File: config.mk
export PLATFORM = sky130hd
export DESIGN_NAME = look_disk_scheduler
export DESIGN_NICKNAME = d
export VERILOG_FILES = /design/src/lds_pkg.sv /design/src/look_disk_scheduler.sv /design/src/lds_cell.sv
export SDC_FILE = /design/constraint.sdc
export NUM_CORES = 2
export LEC_CHECK = 0
export ABC_AREA = 1
export BUFFER_PORTS_ARGS = -buffer_cell sky130_fd_sc_hd__buf_2
export CAP_MARGIN = 20
export CORE_MARGIN = 2
export CORE_UTILIZATION = 59
export DETAILED_ROUTE_END_ITERATION = 12
export HOLD_SLACK_MARGIN = 0.1
export PLACE_DENSITY = 0.78
export SYNTH_ARGS = -nofsm -noshare
export SYNTH_HDL_FRONTEND = slang
export SYNTH_SLANG_ARGS = --single-unit
File: constraint.sdc
create_clock -name aclk -period 5.5 [get_ports aclk]
set_clock_uncertainty 0.1 [all_clocks]
set_input_delay 1.1 -clock aclk [delete_from_list [all_inputs] [get_ports aclk]]
set_output_delay 1.1 -clock aclk [all_outputs]
set_load 0.01 [all_outputs]
File: src/lds_pkg.sv
// Shared types and constants for the LOOK disk scheduler.
// Depends on nothing; the cell and the top level import it.
package lds_pkg;

    localparam int CYL_W = 16;
    localparam int MOVE_W = 17;
    localparam int TOTAL_W = 18;
    localparam int SUM_W = TOTAL_W + 1;
    localparam int CFG_IDX_W = 1;

    localparam int MAX_REQUESTS_DEF = 32;
    localparam int CYLINDER_BITS_DEF = 16;

    localparam logic [TOTAL_W-1:0] TOTAL_MAX = '1;
    localparam logic [MOVE_W-1:0] MOVE_MAX = '1;

    typedef enum logic [CFG_IDX_W-1:0] {
        REG_START_HEAD  = 1'b0,
        REG_SWEEP_RIGHT = 1'b1
    } cfg_reg_t;

    // Command broadcast to every cell of the ring
    typedef enum logic [1:0] {
        OP_HOLD   = 2'd0,
        OP_INSERT = 2'd1,
        OP_ROT_DN = 2'd2,
        OP_ROT_UP = 2'd3
    } cell_op_t;

endpackage

File: src/look_disk_scheduler.sv
// LOOK disk scheduler: requests are inserted one per cycle while collecting, sorted, into a
// ring of cells. On batch_end the ring first rotates past the low requests (below the head,
// or at it when sweeping left; one per cycle), then releases about one visit per cycle
// while the output is not stalled.
// Throughput: one request per cycle while collecting; no request is taken during release.
// Reset (aresetn, synchronous, low): ring empty, head 0, sweep right, no result pending.
module look_disk_scheduler import lds_pkg::*; #(
    parameter int MAX_REQUESTS  = MAX_REQUESTS_DEF,
    parameter int CYLINDER_BITS = CYLINDER_BITS_DEF
) (
    input  logic                 aclk,
    input  logic                 aresetn,
    // request channel
    input  logic                 s_valid,
    output logic                 s_ready,
    input  logic [CYL_W-1:0]     s_cylinder,
    input  logic                 s_batch_end,
    // visit channel
    output logic                 m_valid,
    input  logic                 m_ready,
    output logic [CYL_W-1:0]     m_visit_cylinder,
    output logic [MOVE_W-1:0]    m_moved_so_far,
    output logic                 m_final_visit,
    // register write channel
    input  logic                 cfg_valid,
    output logic                 cfg_ready,
    input  logic [CFG_IDX_W-1:0] cfg_index,
    input  logic [CYL_W-1:0]     cfg_data
);

    // stored cylinder width: the mask of CYLINDER_BITS, never wider than the port
    localparam int CW = (CYLINDER_BITS < CYL_W) ? CYLINDER_BITS : CYL_W;
    localparam int CNT_W = $clog2(MAX_REQUESTS + 1);

    typedef enum logic [3:0] {
        ST_IDLE = 4'b0001,  // collect requests
        ST_SKIP = 4'b0010,  // rotate past the low requests
        ST_PH1  = 4'b0100,  // first sweep
        ST_PH2  = 4'b1000   // return sweep
    } state_t;

    state_t             state_reg, state_next;
    logic [CNT_W-1:0]   count_reg, count_next;  // requests in the ring
    logic [CNT_W-1:0]   cnt_reg, cnt_next;      // skip steps, then visits released
    logic [CW-1:0]      head_reg, head_next;
    logic [CW-1:0]      pivot_reg, pivot_next;  // head at batch start
    logic [TOTAL_W-1:0] total_reg, total_next;
    logic               sweep_right_reg, sweep_right_next;

    logic               m_valid_reg, m_valid_next;
    logic [CYL_W-1:0]   m_visit_reg, m_visit_next;
    logic [MOVE_W-1:0]  m_moved_reg, m_moved_next;
    logic               m_final_reg, m_final_next;

    // ring of cells
    cell_op_t            op;
    logic                kill;
    logic [CW-1:0]       key;
    logic [CW-1:0]       cell_val [MAX_REQUESTS];
    logic [MAX_REQUESTS-1:0] cell_vld;
    logic [MAX_REQUESTS-1:0] cell_gt;

    assign key = s_cylinder[CW-1:0];

    for (genvar i = 0; i < MAX_REQUESTS; i++) begin : g_cell
        localparam int DN = (i == 0) ? MAX_REQUESTS - 1 : i - 1;
        localparam int UP = (i == MAX_REQUESTS - 1) ? 0 : i + 1;

        logic dn_vld_in, up_vld_in, dn_gt_in, dn_fill_in;

        // the cell that wraps around the ring on a release is dropped
        if (i == 0) begin : g_first
            assign dn_vld_in  = cell_vld[DN] && !kill;
            assign dn_gt_in   = 1'b0;
            assign dn_fill_in = 1'b1;
        end else begin : g_rest
            assign dn_vld_in  = cell_vld[DN];
            assign dn_gt_in   = cell_gt[DN];
            assign dn_fill_in = cell_vld[DN];
        end
        if (i == MAX_REQUESTS - 1) begin : g_last
            assign up_vld_in = cell_vld[UP] && !kill;
        end else begin : g_mid
            assign up_vld_in = cell_vld[UP];
        end

        lds_cell #(
            .W(CW)
        ) u_cell (
            .aclk    (aclk),
            .aresetn (aresetn),
            .op      (op),
            .key     (key),
            .dn_val  (cell_val[DN]),
            .dn_vld  (dn_vld_in),
            .dn_gt   (dn_gt_in),
            .dn_fill (dn_fill_in),
            .up_val  (cell_val[UP]),
            .up_vld  (up_vld_in),
            .val     (cell_val[i]),
            .vld     (cell_vld[i]),
            .gt      (cell_gt[i])
        );
    end

    // Ports
    assign s_ready          = (state_reg == ST_IDLE);
    assign cfg_ready        = 1'b1;
    assign m_valid          = m_valid_reg;
    assign m_visit_cylinder = m_visit_reg;
    assign m_moved_so_far   = m_moved_reg;
    assign m_final_visit    = m_final_reg;

    // Class test against the pivot. "Low" requests are served on the return sweep when
    // sweeping right (below the pivot) and on the first sweep when sweeping left (at or
    // below the pivot).
    logic c0_low, cl_low;
    assign c0_low = sweep_right_reg ? (cell_val[0] < pivot_reg) : (cell_val[0] <= pivot_reg);
    assign cl_low = sweep_right_reg ? (cell_val[MAX_REQUESTS-1] < pivot_reg)
                                    : (cell_val[MAX_REQUESTS-1] <= pivot_reg);

    // Release tap: cell 0 when walking up the sorted order, the top cell when walking down
    logic          walk_dn;
    logic [CW-1:0] tap_val;
    logic          tap_vld, tap_low;
    assign walk_dn = sweep_right_reg ^ (state_reg == ST_PH2);
    assign tap_val = walk_dn ? cell_val[0] : cell_val[MAX_REQUESTS-1];
    assign tap_vld = walk_dn ? cell_vld[0] : cell_vld[MAX_REQUESTS-1];
    assign tap_low = walk_dn ? c0_low : cl_low;

    // Head movement for the tapped request
    logic [CW-1:0]      step_len;
    logic [SUM_W-1:0]   sum;
    logic [TOTAL_W-1:0] total_sat;
    logic [MOVE_W-1:0]  moved_sat;
    always_comb begin
        step_len  = (tap_val > head_reg) ? tap_val - head_reg : head_reg - tap_val;
        sum       = SUM_W'(total_reg) + SUM_W'(step_len);
        total_sat = (sum > SUM_W'(TOTAL_MAX)) ? TOTAL_MAX : sum[TOTAL_W-1:0];
        moved_sat = (total_sat > TOTAL_W'(MOVE_MAX)) ? MOVE_MAX : total_sat[MOVE_W-1:0];
    end

    logic out_free, emit, last, p1_match;
    logic [CNT_W-1:0] cnt_inc;
    assign out_free = !m_valid_reg || m_ready;
    assign cnt_inc  = cnt_reg + 1'b1;
    assign last     = (cnt_inc == count_reg);
    assign p1_match = tap_vld && (sweep_right_reg ? !tap_low : tap_low);

    // Sequencer
    always_comb begin
        state_next = state_reg;
        count_next = count_reg;
        cnt_next   = cnt_reg;
        pivot_next = pivot_reg;
        op         = OP_HOLD;
        kill       = 1'b0;
        emit       = 1'b0;
        unique case (state_reg)
            ST_IDLE: begin
                if (s_valid) begin
                    // drop the request when the ring is full
                    if (!cell_vld[MAX_REQUESTS-1]) begin
                        op         = OP_INSERT;
                        count_next = count_reg + 1'b1;
                    end
                    if (s_batch_end) begin
                        state_next = ST_SKIP;
                        pivot_next = head_reg;
                        cnt_next   = '0;
                    end
                end
            end
            ST_SKIP: begin
                // rotate the low requests behind the ring origin
                if (cell_vld[0] && c0_low && (cnt_reg != count_reg)) begin
                    op       = OP_ROT_DN;
                    cnt_next = cnt_inc;
                end else begin
                    state_next = ST_PH1;
                    cnt_next   = '0;
                end
            end
            ST_PH1: begin
                if (p1_match) begin
                    emit = out_free;
                end else begin
                    state_next = ST_PH2;
                end
            end
            ST_PH2: begin
                if (tap_vld) begin
                    emit = out_free;
                end else begin
                    op = walk_dn ? OP_ROT_DN : OP_ROT_UP;
                end
            end
            default: begin
                state_next = ST_IDLE;
            end
        endcase

        if (emit) begin
            op       = walk_dn ? OP_ROT_DN : OP_ROT_UP;
            kill     = 1'b1;
            cnt_next = cnt_inc;
            if (last) begin
                state_next = ST_IDLE;
                count_next = '0;
                cnt_next   = '0;
            end
        end
    end

    // Head, movement total, registers and the output stage
    always_comb begin
        head_next        = head_reg;
        total_next       = total_reg;
        sweep_right_next = sweep_right_reg;
        m_valid_next     = m_valid_reg && !m_ready;
        m_visit_next     = m_visit_reg;
        m_moved_next     = m_moved_reg;
        m_final_next     = m_final_reg;

        if (state_reg == ST_IDLE && s_valid && s_batch_end) begin
            total_next = '0;
        end

        if (emit) begin
            head_next    = tap_val;
            total_next   = total_sat;
            m_valid_next = 1'b1;
            m_visit_next = CYL_W'(tap_val);
            m_moved_next = moved_sat;
            m_final_next = last;
        end else if (cfg_valid) begin
            unique case (cfg_reg_t'(cfg_index))
                REG_START_HEAD:  head_next = cfg_data[CW-1:0];
                REG_SWEEP_RIGHT: sweep_right_next = cfg_data[0];
            endcase
        end
    end

    always_ff @(posedge aclk) begin
        if (!aresetn) begin
            state_reg       <= ST_IDLE;
            count_reg       <= '0;
            cnt_reg         <= '0;
            head_reg        <= '0;
            total_reg       <= '0;
            sweep_right_reg <= 1'b1;
            m_valid_reg     <= 1'b0;
        end else begin
            state_reg       <= state_next;
            count_reg       <= count_next;
            cnt_reg         <= cnt_next;
            head_reg        <= head_next;
            total_reg       <= total_next;
            sweep_right_reg <= sweep_right_next;
            m_valid_reg     <= m_valid_next;
        end
    end

    always_ff @(posedge aclk) begin
        pivot_reg   <= pivot_next;
        m_visit_reg <= m_visit_next;
        m_moved_reg <= m_moved_next;
        m_final_reg <= m_final_next;
    end

`ifndef SYNTHESIS
    // While collecting, the ring holds exactly the counted requests
    a_count_matches_ring: assert property (@(posedge aclk) disable iff (!aresetn)
        (state_reg == ST_IDLE) |-> ($countones(cell_vld) == int'(count_reg)))
        else $error("ring occupancy differs from request count");

    // The last visit empties the ring and returns to collecting
    a_last_visit_empties: assert property (@(posedge aclk) disable iff (!aresetn)
        (emit && last) |=> ((state_reg == ST_IDLE) && (cell_vld == '0)))
        else $error("ring not empty after final visit");

    // Released visits never outrun the stored requests
    a_release_bounded: assert property (@(posedge aclk) disable iff (!aresetn)
        ((state_reg == ST_PH1) || (state_reg == ST_PH2)) |-> (cnt_reg < count_reg))
        else $error("visit count beyond request count");
`endif

endmodule

File: src/lds_cell.sv
// One cell of the sorted request ring: a cylinder value and its valid flag.
// Depends on lds_pkg for the cell command type.
module lds_cell import lds_pkg::*; #(
    parameter int W = CYLINDER_BITS_DEF
) (
    input  logic         aclk,
    input  logic         aresetn,
    input  cell_op_t     op,
    input  logic [W-1:0] key,
    input  logic [W-1:0] dn_val,
    input  logic         dn_vld,
    input  logic         dn_gt,
    input  logic         dn_fill,
    input  logic [W-1:0] up_val,
    input  logic         up_vld,
    output logic [W-1:0] val,
    output logic         vld,
    output logic         gt
);

    logic [W-1:0] val_reg, val_next;
    logic         vld_reg, vld_next;

    assign val = val_reg;
    assign vld = vld_reg;
    assign gt  = vld_reg && (val_reg > key);

    always_comb begin
        val_next = val_reg;
        vld_next = vld_reg;
        unique case (op)
            OP_HOLD: begin
            end
            OP_INSERT: begin
                // take the shifted neighbor or the new key at the insert point
                if (gt || (!vld_reg && dn_fill)) begin
                    val_next = dn_gt ? dn_val : key;
                    vld_next = 1'b1;
                end
            end
            OP_ROT_DN: begin
                val_next = up_val;
                vld_next = up_vld;
            end
            OP_ROT_UP: begin
                val_next = dn_val;
                vld_next = dn_vld;
            end
        endcase
    end

    always_ff @(posedge aclk) begin
        if (!aresetn) begin
            vld_reg <= 1'b0;
        end else begin
            vld_reg <= vld_next;
        end
    end

    always_ff @(posedge aclk) begin
        val_reg <= val_next;
    end

endmodule
Word level (Yosys, flattened, before mapping) --
Cells that the tools add are included.
Storage, ports and cells: bits in registers 646, input bits 39, output and inout bits 37
Operators by class: add/subtract/negate cells 5, $lt $le $gt $ge 39, equality and inequality tests 44, multiplexer cells 202, bitwise logic cells 2, reduce and logical (&&, ||, !) cells 180
Operators by type and width (count):
- one-hot mux 16 bit (3 select lines) | 32
- 2-to-1 mux 16 bit | 68
- > comparator 16 bit | 33
- one-hot mux 1 bit (3 select lines) | 32
- logical AND 1 bit | 71
- != test 2 x 1 -> 1 bit (second input constant) | 33
- AND reduction 2 bit | 33
- 2-to-1 mux 6 bit | 10
- 2-to-1 mux 18 bit | 3
- 2-to-1 mux 1 bit | 44
- zero test 1 bit | 36
- logical OR 1 bit | 33
- less-or-equal comparator 16 bit | 2
- < comparator 16 bit | 2
- subtractor 16 bit | 2
- 2-to-1 mux 4 bit | 6
- adder 18 x 16 -> 19 bit | 1
- > comparator 19 x 18 -> 1 bit (second input constant) | 1
- > comparator 18 x 17 -> 1 bit (second input constant) | 1
- one-hot mux 4 bit (4 select lines) | 1
- adder 6 x 1 -> 6 bit (second input constant) | 2
- one-hot mux 6 bit (2 select lines) | 1
- AND reduction 3 bit | 3
- == test 6 bit | 1
- other kinds (16) | 21

Longest topological paths before layout --
depth in word-level cells 12, gate-level depth with buffers 37, mapped depth without buffers 35

Hierarchy --
Synthesis repeated with hierarchy kept, for this count alone.
Second synthesis, totals: cell total of the unflattened synthesis 7322, area, all modules 56670.6 sq um
By module, submodules not included:
- lds_cell | times used 32, cells each 195, area each 1526.5 sq um, sequential area each 500.5 sq um
- look_disk_scheduler | times used 1, cells each 1082, area each 7823.8 sq um, sequential area each 2542.4 sq um

Worst setup path before layout --
Ideal clock, no wire load.
kind register to register, start register state_reg[0], end register m_moved_reg[10] (netlist: m_moved_so_far[10]), data pin, setup time 0.258 ns, arrival 5.258 ns, required time 5.142 ns, path slack -0.116 ns, cell stages (with the launch flop) 34, buffers on the path 4, cells stage by stage dfxtp_1 nor2_2 nand3_2 inv_2 nand2_2 nand2_4 clkbuf_1 clkbuf_1 nand2_1 o21ai_0 inv_1 fa_1 o21ai_0 a21boi_0 o21ai_0 nand2_1 nand2_1 nand2_1 clkbuf_1 o21ai_0 xnor2_1 inv_1 ha_1 a21oi_1 o21ai_0 nand2_1 o2111ai_1 a21oi_1 o21ai_0 xor2_1 nand2_1 inv_1 buf_2 nand2_1
On the way: cells in the longest elaborated chain, start to end 9
RTL lines:
- start: declaration | RTL line look_disk_scheduler.sv:42 | state_t state_reg, state_next;
- start signal: assignment | RTL line look_disk_scheduler.sv:254 | state_reg <= state_next;
- == test 4 bit (*) | RTL line look_disk_scheduler.sv:126 | assign walk_dn = sweep_right_reg ^ (state_reg == ST_PH2);
- XOR 1 bit (*) | RTL line look_disk_scheduler.sv:126
- 2-to-1 mux 16 bit (*) | RTL line look_disk_scheduler.sv:127 | assign tap_val = walk_dn ? cell_val[0] : cell_val[MAX_REQUESTS-1];
- named net tap_val[1] | RTL line look_disk_scheduler.sv:124 | logic [CW-1:0] tap_val;
- subtractor 16 bit / > comparator 16 bit (equally long branches) | RTL line look_disk_scheduler.sv:137 | step_len = (tap_val > head_reg) ? tap_val - head_reg : head_reg - tap_val;
- 2-to-1 mux 16 bit (*) | RTL line look_disk_scheduler.sv:137
- adder 18 x 16 -> 19 bit (*) | RTL line look_disk_scheduler.sv:138 | sum = SUM_W'(total_reg) + SUM_W'(step_len);
- > comparator 19 x 18 -> 1 bit | RTL line look_disk_scheduler.sv:139 | total_sat = (sum > SUM_W'(TOTAL_MAX)) ? TOTAL_MAX : sum[TOTAL_W-1:0];
- 2-to-1 mux 18 bit (*) | RTL line look_disk_scheduler.sv:139
- > comparator 18 x 17 -> 1 bit | RTL line look_disk_scheduler.sv:140 | moved_sat = (total_sat > TOTAL_W'(MOVE_MAX)) ? MOVE_MAX : total_sat[MOVE_W-1:0];
- end signal: assignment | RTL line look_disk_scheduler.sv:267 | m_moved_reg <= m_moved_next;
- end: declaration | RTL line look_disk_scheduler.sv:52 | logic [MOVE_W-1:0] m_moved_reg, m_moved_next;
The timed path passes the listed nets; every way through them passes the cells marked *. A chain may end at the register's enable or synchronous reset.

Worst setup path after layout --
start register state_reg[0], end register m_moved_reg[15] (netlist: m_moved_so_far[15]), data pin
Same word-level chain as after synthesis.

==> summary.txt <==
Outcome
  • Status: finished, final reports clean

Yosys
  • Syn nets: 7,640
  • Post-Syn Area: 53,400 sq um
  • Synth Instances: 7,021
  • Netlist cell types: 52
  • Syn. warnings: 0
  • Most used DFF post-synth: edfxtp_1
  • Proportion of synthesized chip area in sequential cells: 34.8%
  • Asr flop ratio synth: 0%
  • EDFF count, synth: 562
  • Syn avg cell area: 7.60 sq um
  • Yosys reg bits: 646

Global route
  • Number of global-route vias before repair: 50,500
  • Largest net degree at the start of global routing: 258
  • GRT overflow: 0
  • Initial antenna violation count: 0
  • First-pass GRT wire length: 282 mm
  • All-Layer GR Usage: 37.6%

Clock tree
  • Later-pin clock latency in the skew report: 0.67 ns
  • Worst-path clk slew: 0.06 ns
  • Htree depth: 3
  • CTS Hold Bufs: 0
  • CTS tree: yes
  • TritonCTS Buffers: 78
  • Clock Path Buffers: 3
  • Root buf cell: clkbuf_16
  • Clk sink count: 646

STA
  • Fmax: 196 MHz
  • Setup-failing EPs final: 0
  • Final setup TNS: 0 ns
  • Final period util: 92.7%
  • Hold slack: 0.365 ns
  • Final Max Tran Viols: 0
  • Post-route minimum period: 5.10 ns
  • Worst Tran Pin Value: 1.23 ns
  • Hold Vio Cnt, Final: 0
  • Slew HR: 18.1%

Floorplanning
  • Core area: 89,900 sq um
  • Width of the die: 305 microns
  • I/O pin cnt: 76
  • Die area: 92,900 sq um
  • Initial core utilization: 59.4%
  • Row cnt: 110
  • Chip Height: 305 microns

Final layout
  • Max reg flops: 512
  • Area grow syn2layout: 8.73%
  • Commonest non-fill, non-tap cell in the layout: nand3_1
  • Final net count: 7,582
  • FILL cells: 7,617
  • Share of layout cells above drive strength 1: 9.26%
  • Core Util, Final: 64.6%
  • Ant diodes: 0
  • Most frequent cells in the layout: 2,030 x nand3_1, 1,790 x nand2_1, 574 x ha_1

Place
  • Final HPWL DP: 122 mm
  • Port buffer count: 74
  • GP Congestion: 0.947

Critical path
  • Startpoint Class: register
  • CP required: 5.80 ns
  • CP Class: register to register
  • Crit. End Element: register
  • Most used cell, CP: nor2_1
  • Reg2Reg Setup Slack: 0.40 ns
  • Critical Path AT: 5.40 ns
  • Worst path slowest cell: nor4_1
  • CP max FO: 15
  • Slowest cell delay on critical path: 0.41 ns

Drt
  • Iteration-0 DRC Markers: 6,929
  • First-pass DRT Iterations: 7
  • Via count: 53,700
  • Total wire length: 179 mm
  • # DRC: 0
  • Post-route ant nets: 0
  • Wire per inst: 21.9 microns
  • Via-to-Cell Ratio: 6.55

Pwr
  • Leakage: 25.7 nW
  • VDD IR max: 247 uV
  • Power Density: 231 nW/um^2
  • P_sw: 0.00406 W
  • Comb power frac: 19.9%
  • Sequential power share: 41.1%
  • Net Sw Frac: 30.3%
  • Clock share of power: 39.0%
  • Int Pwr: 0.00934 W

Worst hold path
  • HP Class: register to register

Job
  • Max-cap viol count: 0
-- layout make-up --
type	count	area (sq um)	area share, %
clock inverter	33	254	0.438
inverter	327	1230	2.13
multi-input combinational	5592	31700	54.5
clock buffer	112	2240	3.86
tap	1176	1470	2.53
sequential	646	18600	32.0
timing repair buffer	318	2630	4.52
-- stage by stage --
| stage | area (sq um) | power, W | cells | setup slack, ns |
|---|---|---|---|---|
| detailed placement | 55400 | 0.00815 | 8056 | 0.0297 |
| finish | 58100 | 0.0134 | 8204 | 0.403 |
| global route | 58100 | 0.0139 | 8204 | -0.000374 |
| global placement | 55400 | 0.00807 | 8054 | 0.0494 |
| CTS | 57900 | 0.0133 | 8201 | 0.0327 |
| floorplan | 53400 | 0.00729 | 7021 | 0.0117 |
-- worst max-delay path, delay by kind of cell, from the launching register on --
kind                       cells  cell delay [ns]
and+or+nand+nor               12             1.68
adders and majority gates      2             0.67
xor gates and xnor gates       2             0.40
AOI/OAI and AO/OA              6             1.00
DFF                            1             0.32
buffers and inverters          6             0.64
-- Yosys cell counts, drive strengths merged, types with 7 or more instances --
cell / n / area, sq um
or2: 8 / 50.1
a21oi: 360 / 1810
o2111ai: 10 / 87.6
nand4: 36 / 225
o21ai: 228 / 1140
clkbuf: 176 / 661
nand2: 1798 / 6780
xnor2: 12 / 105
o221ai: 13 / 114
nor2: 161 / 612
buf: 280 / 1420
nor4b: 7 / 61.3
nand3: 2033 / 10200
o211a: 7 / 70.1
o21a: 24 / 180
o211ai: 14 / 105
xor2: 31 / 272
nor3: 43 / 215
edfxtp: 562 / 16900
mux2: 153 / 1720
nor4: 13 / 81.3
inv: 325 / 1220
dfxtp: 84 / 1680
a21o: 7 / 52.6
a31oi: 23 / 144
ha: 577 / 7220
-- cells by family after synthesis --
| logic type | synth area share, % |
|---|---|
| AOI/OAI and AO/OA | 7.16 |
| xor gates and xnor gates | 0.705 |
| adders and majority gates | 13.6 |
| buffers and inverters | 6.19 |
| DFF | 34.8 |
| muxes | 3.32 |
| other | 0.00702 |
| and+or+nand+nor | 34.2 |
-- final timing paths --
path / endpoint / cells after the start / start
max: m_moved_so_far[15] / 28 / state_reg[0]
min: pivot_reg[5] / 0 / head_reg[5]
max reg2reg: m_moved_so_far[15] / 28 / state_reg[0]
min reg2reg: pivot_reg[5] / 0 / head_reg[5]
-- routing by layer --
| metal | share of wire (%) | global-route usage (%) | up-vias |
|---|---|---|---|
| met5 | 0 | 0 | - |
| met4 | 5.3 | 18.0 | 0 |
| met3 | 12 | 7.28 | 677 |
| met2 | 44 | 57.9 | 3443 |
| met1 | 39 | 50.9 | 24900 |
| li1 | - | - | 24700 |
-- power groups by stage --
stage / Combinational, W / Clock [W] / Sequential (W)
after floorplan: 0.00172 / 0 / 0.00557
after detailed placement: 0.00254 / 0 / 0.00560
final: 0.00266 / 0.00523 / 0.00550
after global routing: 0.00293 / 0.00542 / 0.00550
after CTS: 0.00257 / 0.00522 / 0.00550
after global placement: 0.00247 / 0 / 0.00560
-- timing repair --
action | in CTS | in global routing
gates resized for setup | 1 | 38
buffers inserted | 0 | 1
pin swaps | 0 | 7
setup endpoints to repair | 9 | 35
Note: power is estimated with default switching activity, not from simulation.
